==> src/hdl/qdpr_pkg.sv <==
`timescale 1ns / 1ps
`default_nettype none
// ----------------------------------------------------------------------------
// qdpr_pkg
// Shared types and constants for the quantized dot product requantizer.
// ----------------------------------------------------------------------------
package qdpr_pkg;

   // configuration address width and register index
   localparam int CSR_ADDR_W = 3;
   localparam logic REG_REQUANT_SHIFT = 1'b0;

   // requantization constants
   localparam logic signed [63:0] RND_NUDGE = 64'sh0000_0000_4000_0000;
   localparam logic [63:0] MIN_SQUARED = 64'h4000_0000_0000_0000;
   localparam logic [31:0] Q31_MAX = 32'h7fff_ffff;
   localparam logic signed [32:0] SAT_MAX = 33'sd127;
   localparam logic signed [32:0] SAT_MIN = -33'sd128;

   // controller states
   typedef enum logic [1:0] {
      ST_IDLE,
      ST_MUL,
      ST_RND,
      ST_SHF
   } state_type;

   // datapath commands
   typedef struct packed {
      logic acc_en;
      logic mult_load;
      logic mul_en;
      logic acc_clr;
      logic rnd_en;
      logic out_load;
   } cmd_type;

endpackage : qdpr_pkg
`default_nettype wire

==> src/hdl/qdpr_csr.sv <==
`timescale 1ns / 1ps
`default_nettype none
// ----------------------------------------------------------------------------
// qdpr_csr
// Configuration register file holding the shared requantization shift.
// ----------------------------------------------------------------------------
module qdpr_csr
   import qdpr_pkg::*;
(
   input  wire logic                  clock,
   input  wire logic                  reset,
   input  wire logic                  csr_psel,
   input  wire logic                  csr_penable,
   input  wire logic                  csr_pwrite,
   input  wire logic [CSR_ADDR_W-1:0] csr_paddr,
   input  wire logic [31:0]           csr_pwdata,
   output logic      [31:0]           csr_prdata,
   output logic                       csr_pready,
   output logic signed [5:0]          requant_shift
);

   logic signed [5:0] shift_ff;
   logic signed [5:0] shift_in;
   logic              wr_hit;

   // write decode, index taken from the word address
   assign wr_hit = csr_psel && csr_penable && csr_pwrite &&
                   (csr_paddr[2] == REG_REQUANT_SHIFT);

   always_comb begin
      shift_in = shift_ff;
      if (wr_hit) begin
         shift_in = csr_pwdata[5:0];
      end
   end

   always_ff @(posedge clock) begin
      if (reset) begin
         shift_ff <= '0;
      end else begin
         shift_ff <= shift_in;
      end
   end

   // read back, sign extended
   always_comb begin
      csr_prdata = '0;
      if (csr_paddr[2] == REG_REQUANT_SHIFT) begin
         csr_prdata = {{26{shift_ff[5]}}, shift_ff};
      end
   end

   assign csr_pready    = 1'b1;
   assign requant_shift = shift_ff;

endmodule : qdpr_csr
`default_nettype wire

==> src/hdl/qdpr_ctrl.sv <==
`timescale 1ns / 1ps
`default_nettype none
// ----------------------------------------------------------------------------
// qdpr_ctrl
// Sequencer for accumulate, multiply, round and shift steps plus output valid.
// ----------------------------------------------------------------------------
module qdpr_ctrl
   import qdpr_pkg::*;
(
   input  wire logic clock,
   input  wire logic reset,
   input  wire logic req_valid,
   input  wire logic req_last_term,
   output logic      req_stall,
   output logic      rsp_valid,
   input  wire logic rsp_stall,
   output cmd_type   cmd,
   output state_type state
);

   state_type state_ff;
   state_type state_in;
   logic      rsp_valid_ff;
   logic      rsp_valid_in;
   logic      req_take;

   assign req_take = req_valid && (state_ff == ST_IDLE);

   // state register
   always_ff @(posedge clock) begin
      if (reset) begin
         state_ff     <= ST_IDLE;
         rsp_valid_ff <= 1'b0;
      end else begin
         state_ff     <= state_in;
         rsp_valid_ff <= rsp_valid_in;
      end
   end

   // next state and commands
   always_comb begin
      state_in = state_ff;
      cmd      = '0;
      case (state_ff)
         ST_IDLE: begin
            if (req_take) begin
               cmd.acc_en = 1'b1;
               if (req_last_term) begin
                  cmd.mult_load = 1'b1;
                  state_in      = ST_MUL;
               end
            end
         end
         ST_MUL: begin
            cmd.mul_en  = 1'b1;
            cmd.acc_clr = 1'b1;
            state_in    = ST_RND;
         end
         ST_RND: begin
            cmd.rnd_en = 1'b1;
            state_in   = ST_SHF;
         end
         ST_SHF: begin
            // wait until the output register is free
            if (!rsp_valid_ff || !rsp_stall) begin
               cmd.out_load = 1'b1;
               state_in     = ST_IDLE;
            end
         end
         default: begin
            state_in = ST_IDLE;
         end
      endcase
   end

   // output valid
   always_comb begin
      rsp_valid_in = rsp_valid_ff && rsp_stall;
      if (cmd.out_load) begin
         rsp_valid_in = 1'b1;
      end
   end

   assign req_stall = (state_ff != ST_IDLE);
   assign rsp_valid = rsp_valid_ff;
   assign state     = state_ff;

endmodule : qdpr_ctrl
`default_nettype wire

==> src/hdl/qdpr_dp.sv <==
`timescale 1ns / 1ps
`default_nettype none
// ----------------------------------------------------------------------------
// qdpr_dp
// Datapath: multiply-accumulate, doubling high multiply, shift and saturate.
// ----------------------------------------------------------------------------
module qdpr_dp
   import qdpr_pkg::*;
(
   input  wire logic               clock,
   input  wire logic               reset,
   input  wire cmd_type            cmd,
   input  wire logic        [7:0]  activation,
   input  wire logic signed [7:0]  weight,
   input  wire logic signed [31:0] channel_multiplier,
   input  wire logic signed [5:0]  requant_shift,
   output logic signed      [7:0]  out_value
);

   logic        [31:0] acc_ff;
   logic        [31:0] acc_in;
   logic signed [31:0] mult_ff;
   logic signed [63:0] prod_ff;
   logic signed [31:0] stage_ff;
   logic signed [31:0] stage_in;
   logic signed [7:0]  out_ff;
   logic signed [7:0]  out_in;

   logic signed [16:0] term;
   logic signed [63:0] nudged;

   logic        [5:0]  left_amt;
   logic        [4:0]  right_amt;
   logic        [31:0] left_val;
   logic signed [31:0] floor_val;
   logic        [31:0] rem_mask;
   logic        [31:0] rem_bits;
   logic        [31:0] rem_thr;
   logic               round_up;
   logic signed [32:0] shifted;

   // product of unsigned activation and signed weight
   assign term = $signed({1'b0, activation}) * weight;

   // wrapping accumulator
   always_comb begin
      acc_in = acc_ff;
      if (cmd.acc_clr) begin
         acc_in = '0;
      end else if (cmd.acc_en) begin
         acc_in = acc_ff + {{15{term[16]}}, term};
      end
   end

   always_ff @(posedge clock) begin
      if (reset) begin
         acc_ff <= '0;
      end else begin
         acc_ff <= acc_in;
      end
   end

   // multiplier capture and full product
   always_ff @(posedge clock) begin
      if (cmd.mult_load) begin
         mult_ff <= channel_multiplier;
      end
      if (cmd.mul_en) begin
         prod_ff <= $signed(acc_ff) * mult_ff;
      end
   end

   // rounding doubling high part; the product is 2^62 only when both are minimum
   always_comb begin
      nudged   = prod_ff + (prod_ff[63] ? -RND_NUDGE : RND_NUDGE);
      stage_in = nudged[62:31];
      if (prod_ff == MIN_SQUARED) begin
         stage_in = Q31_MAX;
      end
   end

   always_ff @(posedge clock) begin
      if (cmd.rnd_en) begin
         stage_ff <= stage_in;
      end
   end

   // shared shift: rounding right shift or wrapping left shift
   always_comb begin
      left_amt  = 6'(-requant_shift);
      right_amt = requant_shift[4:0];
      left_val  = left_amt[5] ? '0 : (stage_ff << left_amt[4:0]);
      floor_val = stage_ff >>> right_amt;
      rem_mask  = (32'h1 << right_amt) - 32'h1;
      rem_bits  = stage_ff & rem_mask;
      rem_thr   = (rem_mask >> 1) + {31'b0, stage_ff[31]};
      round_up  = (rem_bits > rem_thr);
      if (requant_shift[5] || (requant_shift == 6'sd0)) begin
         shifted = {left_val[31], left_val};
      end else begin
         shifted = {floor_val[31], floor_val} + {32'b0, round_up};
      end
   end

   // saturate to int8
   always_comb begin
      if (shifted > SAT_MAX) begin
         out_in = SAT_MAX[7:0];
      end else if (shifted < SAT_MIN) begin
         out_in = SAT_MIN[7:0];
      end else begin
         out_in = shifted[7:0];
      end
   end

   always_ff @(posedge clock) begin
      if (cmd.out_load) begin
         out_ff <= out_in;
      end
   end

   assign out_value = out_ff;

endmodule : qdpr_dp
`default_nettype wire

==> src/hdl/quantized_dot_product_requantizer.sv <==
`timescale 1ns / 1ps
`default_nettype none
// A last term is taken through the multiply, round and shift/saturate steps
// of the sequencer before its result is loaded into the output register.
// Throughput: one term per cycle while the sequencer is idle; a last term stalls
// further terms until its result is loaded, which waits while the output register is still held by a stalled result.
// Reset: synchronous active high; clears the accumulator, shift register,
// sequencer state and output valid.
// ----------------------------------------------------------------------------
// quantized_dot_product_requantizer
// Dot product of uint8 activations and int8 weights, requantized to a saturated int8 result.
// ----------------------------------------------------------------------------
module quantized_dot_product_requantizer
   import qdpr_pkg::*;
(
   input  wire logic                  clock,
   input  wire logic                  reset,
   input  wire logic                  req_valid,
   output logic                       req_stall,
   input  wire logic        [7:0]     req_activation,
   input  wire logic signed [7:0]     req_weight,
   input  wire logic signed [31:0]    req_channel_multiplier,
   input  wire logic                  req_last_term,
   output logic                       rsp_valid,
   input  wire logic                  rsp_stall,
   output logic signed      [7:0]     rsp_out_value,
   input  wire logic                  csr_psel,
   input  wire logic                  csr_penable,
   input  wire logic                  csr_pwrite,
   input  wire logic [CSR_ADDR_W-1:0] csr_paddr,
   input  wire logic [31:0]           csr_pwdata,
   output logic      [31:0]           csr_prdata,
   output logic                       csr_pready
);

   cmd_type           cmd;
   state_type         state;
   logic signed [5:0] requant_shift;

   // configuration registers
   qdpr_csr u_csr (
      .clock         (clock),
      .reset         (reset),
      .csr_psel      (csr_psel),
      .csr_penable   (csr_penable),
      .csr_pwrite    (csr_pwrite),
      .csr_paddr     (csr_paddr),
      .csr_pwdata    (csr_pwdata),
      .csr_prdata    (csr_prdata),
      .csr_pready    (csr_pready),
      .requant_shift (requant_shift)
   );

   // sequencer
   qdpr_ctrl u_ctrl (
      .clock         (clock),
      .reset         (reset),
      .req_valid     (req_valid),
      .req_last_term (req_last_term),
      .req_stall     (req_stall),
      .rsp_valid     (rsp_valid),
      .rsp_stall     (rsp_stall),
      .cmd           (cmd),
      .state         (state)
   );

   // arithmetic
   qdpr_dp u_dp (
      .clock              (clock),
      .reset              (reset),
      .cmd                (cmd),
      .activation         (req_activation),
      .weight             (req_weight),
      .channel_multiplier (req_channel_multiplier),
      .requant_shift      (requant_shift),
      .out_value          (rsp_out_value)
   );

   // a last term blocks further items on the next cycle
   assert property (@(posedge clock) disable iff (reset)
      (req_valid && !req_stall && req_last_term) |=> req_stall)
      else $error("item accepted during requantization");

   // the result reaches the output stage after the multiply and round steps of a last term
   assert property (@(posedge clock) disable iff (reset)
      (req_valid && !req_stall && req_last_term) |-> ##3
      (rsp_valid || state == ST_SHF))
      else $error("result missing after last term");

   // a new result only comes out of the shift step
   assert property (@(posedge clock) disable iff (reset)
      $rose(rsp_valid) |-> $past(state == ST_SHF))
      else $error("result without requantization");

   // multiply step always clears the accumulator
   assert property (@(posedge clock) disable iff (reset)
      (state == ST_MUL) |-> (cmd.mul_en && cmd.acc_clr && !cmd.acc_en))
      else $error("accumulator not cleared with multiply");

endmodule : quantized_dot_product_requantizer
`default_nettype wire
==> config.mk <==
export PLATFORM = sky130hd
export DESIGN_NAME = quantized_dot_product_requantizer
export DESIGN_NICKNAME = d
export VERILOG_FILES = /design/src/hdl/qdpr_pkg.sv /design/src/hdl/qdpr_csr.sv /design/src/hdl/qdpr_ctrl.sv /design/src/hdl/qdpr_dp.sv /design/src/hdl/quantized_dot_product_requantizer.sv
export SDC_FILE = /design/constraint.sdc
export NUM_CORES = 2
export LEC_CHECK = 0
export ABC_AREA = 1
export BUFFER_PORTS_ARGS = -buffer_cell sky130_fd_sc_hd__clkbuf_2
export CORE_ASPECT_RATIO = 1.5
export CORE_MARGIN = 2
export CORE_UTILIZATION = 55
export CTS_BUF_LIST = sky130_fd_sc_hd__clkbuf_4 sky130_fd_sc_hd__clkbuf_8 sky130_fd_sc_hd__clkbuf_16
export CTS_CLUSTER_DIAMETER = 100
export DETAILED_ROUTE_END_ITERATION = 8
export PLACE_DENSITY = 0.73
export SYNTH_ARGS = -nofsm -noshare
export SYNTH_HDL_FRONTEND = slang
export SYNTH_HIERARCHICAL = 1
export SYNTH_SLANG_ARGS = --single-unit
export TNS_END_PERCENT = 30
==> constraint.sdc <==
create_clock -name clock -period 9.4 [get_ports clock]
set_clock_uncertainty 0.2 [all_clocks]
set_input_delay 0.94 -clock clock [delete_from_list [all_inputs] [get_ports clock]]
set_output_delay 0.94 -clock clock [all_outputs]
set_load 0.02 [all_outputs]
Yosys cells after proc, flatten, opt, wreduce, memory -nomap -nowiden

Cells that the tools add are included.

Flip-flop bits (word level): 177
Bits of input ports: 91
Output and inout bits: 43
Logic and storage cells: 62

Add/sub/neg operators: 6
Multipliers: 2
$lt $le $gt $ge: 3
Equality and inequality tests: 7
Shift-type cells: 3
Multiplexer cells: 17
Bitwise logic cells: 2
Reductions and logical operators: 14

Operator list:

| operator                                            | number |
|---|---|
| == test 64 x 63 -> 1 bit, second input constant     | 1 |
| multiplier 32 x 32 -> 64 bit                        | 1 |
| two-way mux 32 bit                                  | 2 |
| adder 63 bit                                        | 1 |
| two-way mux 63 bit                                  | 1 |
| adder 32 x 2 -> 33 bit                              | 1 |
| > comparator 33 x 8 -> 1 bit, second input constant | 1 |
| < comparator 33 x 8 -> 1 bit, second input constant | 1 |
| two-way mux 33 bit                                  | 1 |
| adder 31 x 1 -> 32 bit                              | 1 |
| adder 32 bit                                        | 1 |
| bitwise AND 32 bit                                  | 1 |
| > comparator 32 bit                                 | 1 |
| left shift 1 x 5 -> 32 bit, first input constant    | 1 |
| left shift 32 x 5 -> 32 bit                         | 1 |
| >>> shifter 32 x 5 -> 32 bit                        | 1 |
| subtractor 32 x 1 -> 32 bit, second input constant  | 1 |
| multiplier 9 x 8 -> 17 bit                          | 1 |
| two-way mux 2 bit                                   | 6 |
| two-way mux 8 bit                                   | 1 |
| case mux 2 bit (4 select lines)                     | 1 |
| zero test 6 bit                                     | 1 |
| negator 6 bit                                       | 1 |
| logical AND 1 bit                                   | 5 |
| other kinds (12)                                    | 20 |

Logic depth before layout (Yosys ltp)

Word-level depth: 8
Gate-level depth with buffers: 48
Depth with buffers taken out: 46

Hierarchy

The synthesis kept the hierarchy.

By module, submodules not included:

| module    | times used | cells an instance | area an instance (sq um) | sequential area each (sq um) |
|---|---|---|---|---|
| qdpr_dp   | 1          | 7064              | 54562.3                  | 4724.5 |
| qdpr_csr  | 1          | 85                | 550.5                    | 120.1 |
| qdpr_ctrl | 1          | 33                | 234.0                    | 60.1 |

Least setup slack after synthesis

OpenSTA, ideal clock, no wires.

Path type: register to register
Start: register u_dp.acc_ff[31]
End: register u_dp.prod_ff[57] (data pin)
Setup time: 258 ps
Arrival time: 7363 ps
Required time: 8942 ps
Slack: 1578 ps
Cell stages (with the launch flop): 28
Buffers on the path: 2
Clock period less this slack: 7822 ps
Path through: dfxtp_1 clkbuf_1 clkbuf_1 nand2_1 inv_1 fa_1 fa_1 fa_1 fa_1 inv_1 fa_1 fa_1 inv_1 fa_1 inv_1 fa_1 inv_1 ha_1 nand2_1 nor2_1 nand2_1 nor3_1 nand3_1 o2111ai_1 nand2_1 nand2_1 a21oi_1 xnor2_1

Cells in the longest elaborated chain, start to end: 1

RTL lines:

| what                         | line          | source |
|---|---|---|
| start: declaration           | qdpr_dp.sv:20 | `logic [31:0] acc_ff;` |
| start signal: assignment     | qdpr_dp.sv:59 | `acc_ff <= acc_in;` |
| multiplier 32 x 32 -> 64 bit | qdpr_dp.sv:69 | `prod_ff <= $signed(acc_ff) * mult_ff;` |
| end signal: assignment       | qdpr_dp.sv:69 |  |
| end: declaration             | qdpr_dp.sv:23 | `logic signed [63:0] prod_ff;` |

No other way between the ends.
A chain may end at the register's enable or synchronous reset.

Worst setup path after layout

Start: register u_dp.mult_ff[6]
End: register u_dp.prod_ff[59] (data pin)

Cells in the longest elaborated chain, start to end: 1

RTL lines:

| what                         | line          | source |
|---|---|---|
| start: declaration           | qdpr_dp.sv:22 | `logic signed [31:0] mult_ff;` |
| start signal: assignment     | qdpr_dp.sv:66 | `mult_ff <= channel_multiplier;` |
| multiplier 32 x 32 -> 64 bit | qdpr_dp.sv:69 |  |

No other way between the ends.

==> impl_metrics.ini <==
[yosys]
syn_area_per_cell_um2 = 7.71
ys_seq_area_share_pct = 8.86
ys_warn_count = 6
synth_seq_cells = 177
async_flop_share_pct = 0
synth_edf_count = 136
ys.flop_type = edfxtp_1
synthCells = 7182
syn_nets = 8732
ys_types = 62
synth.cell_area_um2 = 55300

[sta]
finalCritPeriodShare_pct = 95.8
finalSetupViolations = 0
grt_setup_unrepaired = no
slew_viol_final = 0
relSlewSlack_pct = 25.5
finalHoldViolCount = 0
worst_slew_pin_slew_ps = 1110
final.min_clock_period_ps = 9000
max_freq_mhz = 111
finalSetupTns_ps = 0

[clock_network]
cts_buffers = 17
tritoncts = built
worstSkewPairLatency_ps = 550
cts-htree-levels = 4
cts_root_buf = clkbuf_16
cts_post_setup_buffers_inserted = 0
clk_pin_slew_ps = 80
cts_sinks = 177
clock_tree.buffer_depth = 2
hold_buffers = 0

[place]
hpwl_mm = 139
place_congestion = 0.972
port_buffers = 104

[floorplanning]
core_um2 = 99900
ios = 134
design.die.area_um2 = 103000
row_count = 142
die_y_um = 393
die_x_um = 263
initial_core_util_pct = 55.4

[critical_path]
r2r-start = u_dp/mult_ff[6]$_DFFE_PP_
r2r_setup_slack_ps = 400
cp.arrival_ps = 9090
crit_cells = 27
setup.worst_path.end_class = flop
critPathLaunchType = flop
crit_start = u_dp/mult_ff[6]$_DFFE_PP_
cp_common_cell = fa_1
cp_top_family = adder cells
r2r-end = u_dp/prod_ff[59]$_DFFE_PP_
slowest_stage = edfxtp_1
required_ps = 9490
crit_buf_inv = 4
crit_fanout = 13
max_stage_delay_ps = 900
cp-endpoint = u_dp/prod_ff[59]$_DFFE_PP_
critical_path_class = reg2reg
r2r_cells = 27

[detailed_routing]
vias = 46312
wl_per_cell_um = 19.3
totalWireLength_mm = 163
antenna_left = 0
via_per_inst = 5.49
drc = 0
first_pass_iters = 7
drt_iter0_markers = 3586

[finish]
layout_commonest_cell = inv_1
area_delta_synth_final_pct = 4.46
final_cell_mix = inv_1, nand2_1, fa_1
fillers = 9235
drive_gt1_share_pct = 5.20
nets = 8676

[grt]
grt_start_max_net_pins = 66
grt_pass1_vias = 48814
overflow = 0
grt_usage_pct = 32.7
antenna_found_initial = 5
grt_pass1_wl_mm = 259

[run_status]
status = finished clean

[worst_hold_path]
hold_path.class = reg2reg

[flow_run]
drv_cap = 0
[Yosys cell counts (12+ instances only)]
| cell | instances | area share (%) |
|---|---|---|
| a21boi_0 | 15 | 0.20 |
| a21oi_1 | 224 | 2.0 |
| a31oi_1 | 32 | 0.36 |
| buf_2 | 14 | 0.13 |
| buf_4 | 34 | 0.46 |
| clkbuf_1 | 261 | 1.8 |
| dfxtp_1 | 41 | 1.5 |
| edfxtp_1 | 136 | 7.4 |
| fa_1 | 1121 | 41 |
| ha_1 | 338 | 7.6 |
| inv_1 | 1866 | 13 |
| inv_2 | 14 | 0.095 |
| nand2_1 | 1823 | 12 |
| nand3_1 | 311 | 2.8 |
| nand4_1 | 28 | 0.32 |
| nor2_1 | 335 | 2.3 |
| nor3_1 | 25 | 0.23 |
| nor4_1 | 26 | 0.29 |
| o211ai_1 | 21 | 0.28 |
| o21ai_0 | 165 | 1.5 |
| o21bai_1 | 12 | 0.16 |
| or2_2 | 38 | 0.43 |
| xnor2_1 | 51 | 0.81 |
| xor2_1 | 106 | 1.7 |
[routing by layer]
metal  up-vias  global-route usage [%]  part of all wire (%)
li1      20954                       -                     -
met1     22846                    34.9                    34
met2      1869                    58.9                    51
met3       637                    4.37                   6.1
met4         6                    24.8                   9.0
met5         -                       0                 0.025
[final cells by class]
type	instances	area [um^2]	share of cell area [%]
Antenna cell	2	5.00	0.00866
Clock buffer	17	425	0.736
Clock inverter	15	199	0.344
Inverter	1882	7070	12.2
Multi-Input combinational cell	4808	42000	72.7
Sequential cell	177	4900	8.48
Tap cell	1296	1620	2.80
Timing Repair Buffer	240	1550	2.69
[worst reg2reg max path, delay by kind of cell (launching register included)]
kind,cells,cell delay [ps]
and+or+nand+nor,8,1060
adders and majority gates,9,4520
DFF,1,900
AOI/OAI and AO/OA,6,1720
buffers and inverters,4,350
[registers in the layout (all words and copies together), names as in the netlist]
| register | flops |
|---|---|
| u_dp/out_value | 8 |
| u_ctrl/state | 2 |
| u_dp/stage_ff | 32 |
| u_csr/requant_shift | 6 |
| u_dp/mult_ff | 32 |
| u_ctrl/rsp_valid | 1 |
| u_dp/prod_ff | 64 |
| u_dp/acc_ff | 32 |
[worst min-delay path by stage]
| stage | start | slack, ps | cells past startpoint | to |
|---|---|---|---|---|
| 3_3_place_gp | u_ctrl/rsp_valid$_SDFF_PP0_ | 290 | 2 | u_ctrl/rsp_valid$_SDFF_PP0_ |
| 5_1_grt | req_channel_multiplier[16] | 350 | 1 | u_dp/mult_ff[16]$_DFFE_PP_ |
| 6_report | u_ctrl/rsp_valid$_SDFF_PP0_ | 310 | 2 | u_ctrl/rsp_valid$_SDFF_PP0_ |
| 3_5_place_dp | u_ctrl/rsp_valid$_SDFF_PP0_ | 300 | 2 | u_ctrl/rsp_valid$_SDFF_PP0_ |
| 2_1_floorplan | u_csr/requant_shift[5]$_SDFFE_PP0P_ | 300 | 2 | u_csr/requant_shift[5]$_SDFFE_PP0P_ |
| 4_1_cts | u_ctrl/rsp_valid$_SDFF_PP0_ | 310 | 2 | u_ctrl/rsp_valid$_SDFF_PP0_ |
[per-stage QoR]
| step | utilization [%] | cell area, um^2 | worst slack [ps] | cells | hold slack, ps |
|---|---|---|---|---|---|
| 4_1_cts | 57.9 | 57800 | 518 | 8435 | 308 |
| 5_1_grt | 57.9 | 57800 | 51.9 | 8436 | 347 |
| 3_5_place_dp | 57.3 | 57200 | 544 | 8403 | 297 |
| 6_report | 57.9 | 57800 | 399 | 8437 | 310 |
| 2_1_floorplan | - | 55300 | 1580 | 7182 | 301 |
| 3_3_place_gp | 57.3 | 57200 | 683 | 8403 | 287 |
[kinds of logic after synthesis]
| group | after synthesis | share of synthesized area [%] |
|---|---|---|
| AND/OR/NAND/NOR | 2641 | 19.5 |
| buffers and inverters | 2197 | 15.2 |
| adder cells (fa/ha/maj) | 1459 | 48.2 |
| AO/OA/AOI/OAI | 539 | 5.47 |
| flip-flops | 177 | 8.86 |
| XOR/XNOR | 160 | 2.57 |
| multiplexers | 8 | 0.145 |
| other | 1 | 0.00678 |
[repair_timing]
| item | 4_1_cts | 5_1_grt |
|---|---|---|
| resized for setup | 0 | 1 |
| endpoints found under the setup margin | 0 | 2 |
| hold endpoints to repair | 0 | 0 |
Power is not shown: default switching activity piles up to over one toggle a cycle in this logic, so the estimate is an artifact.
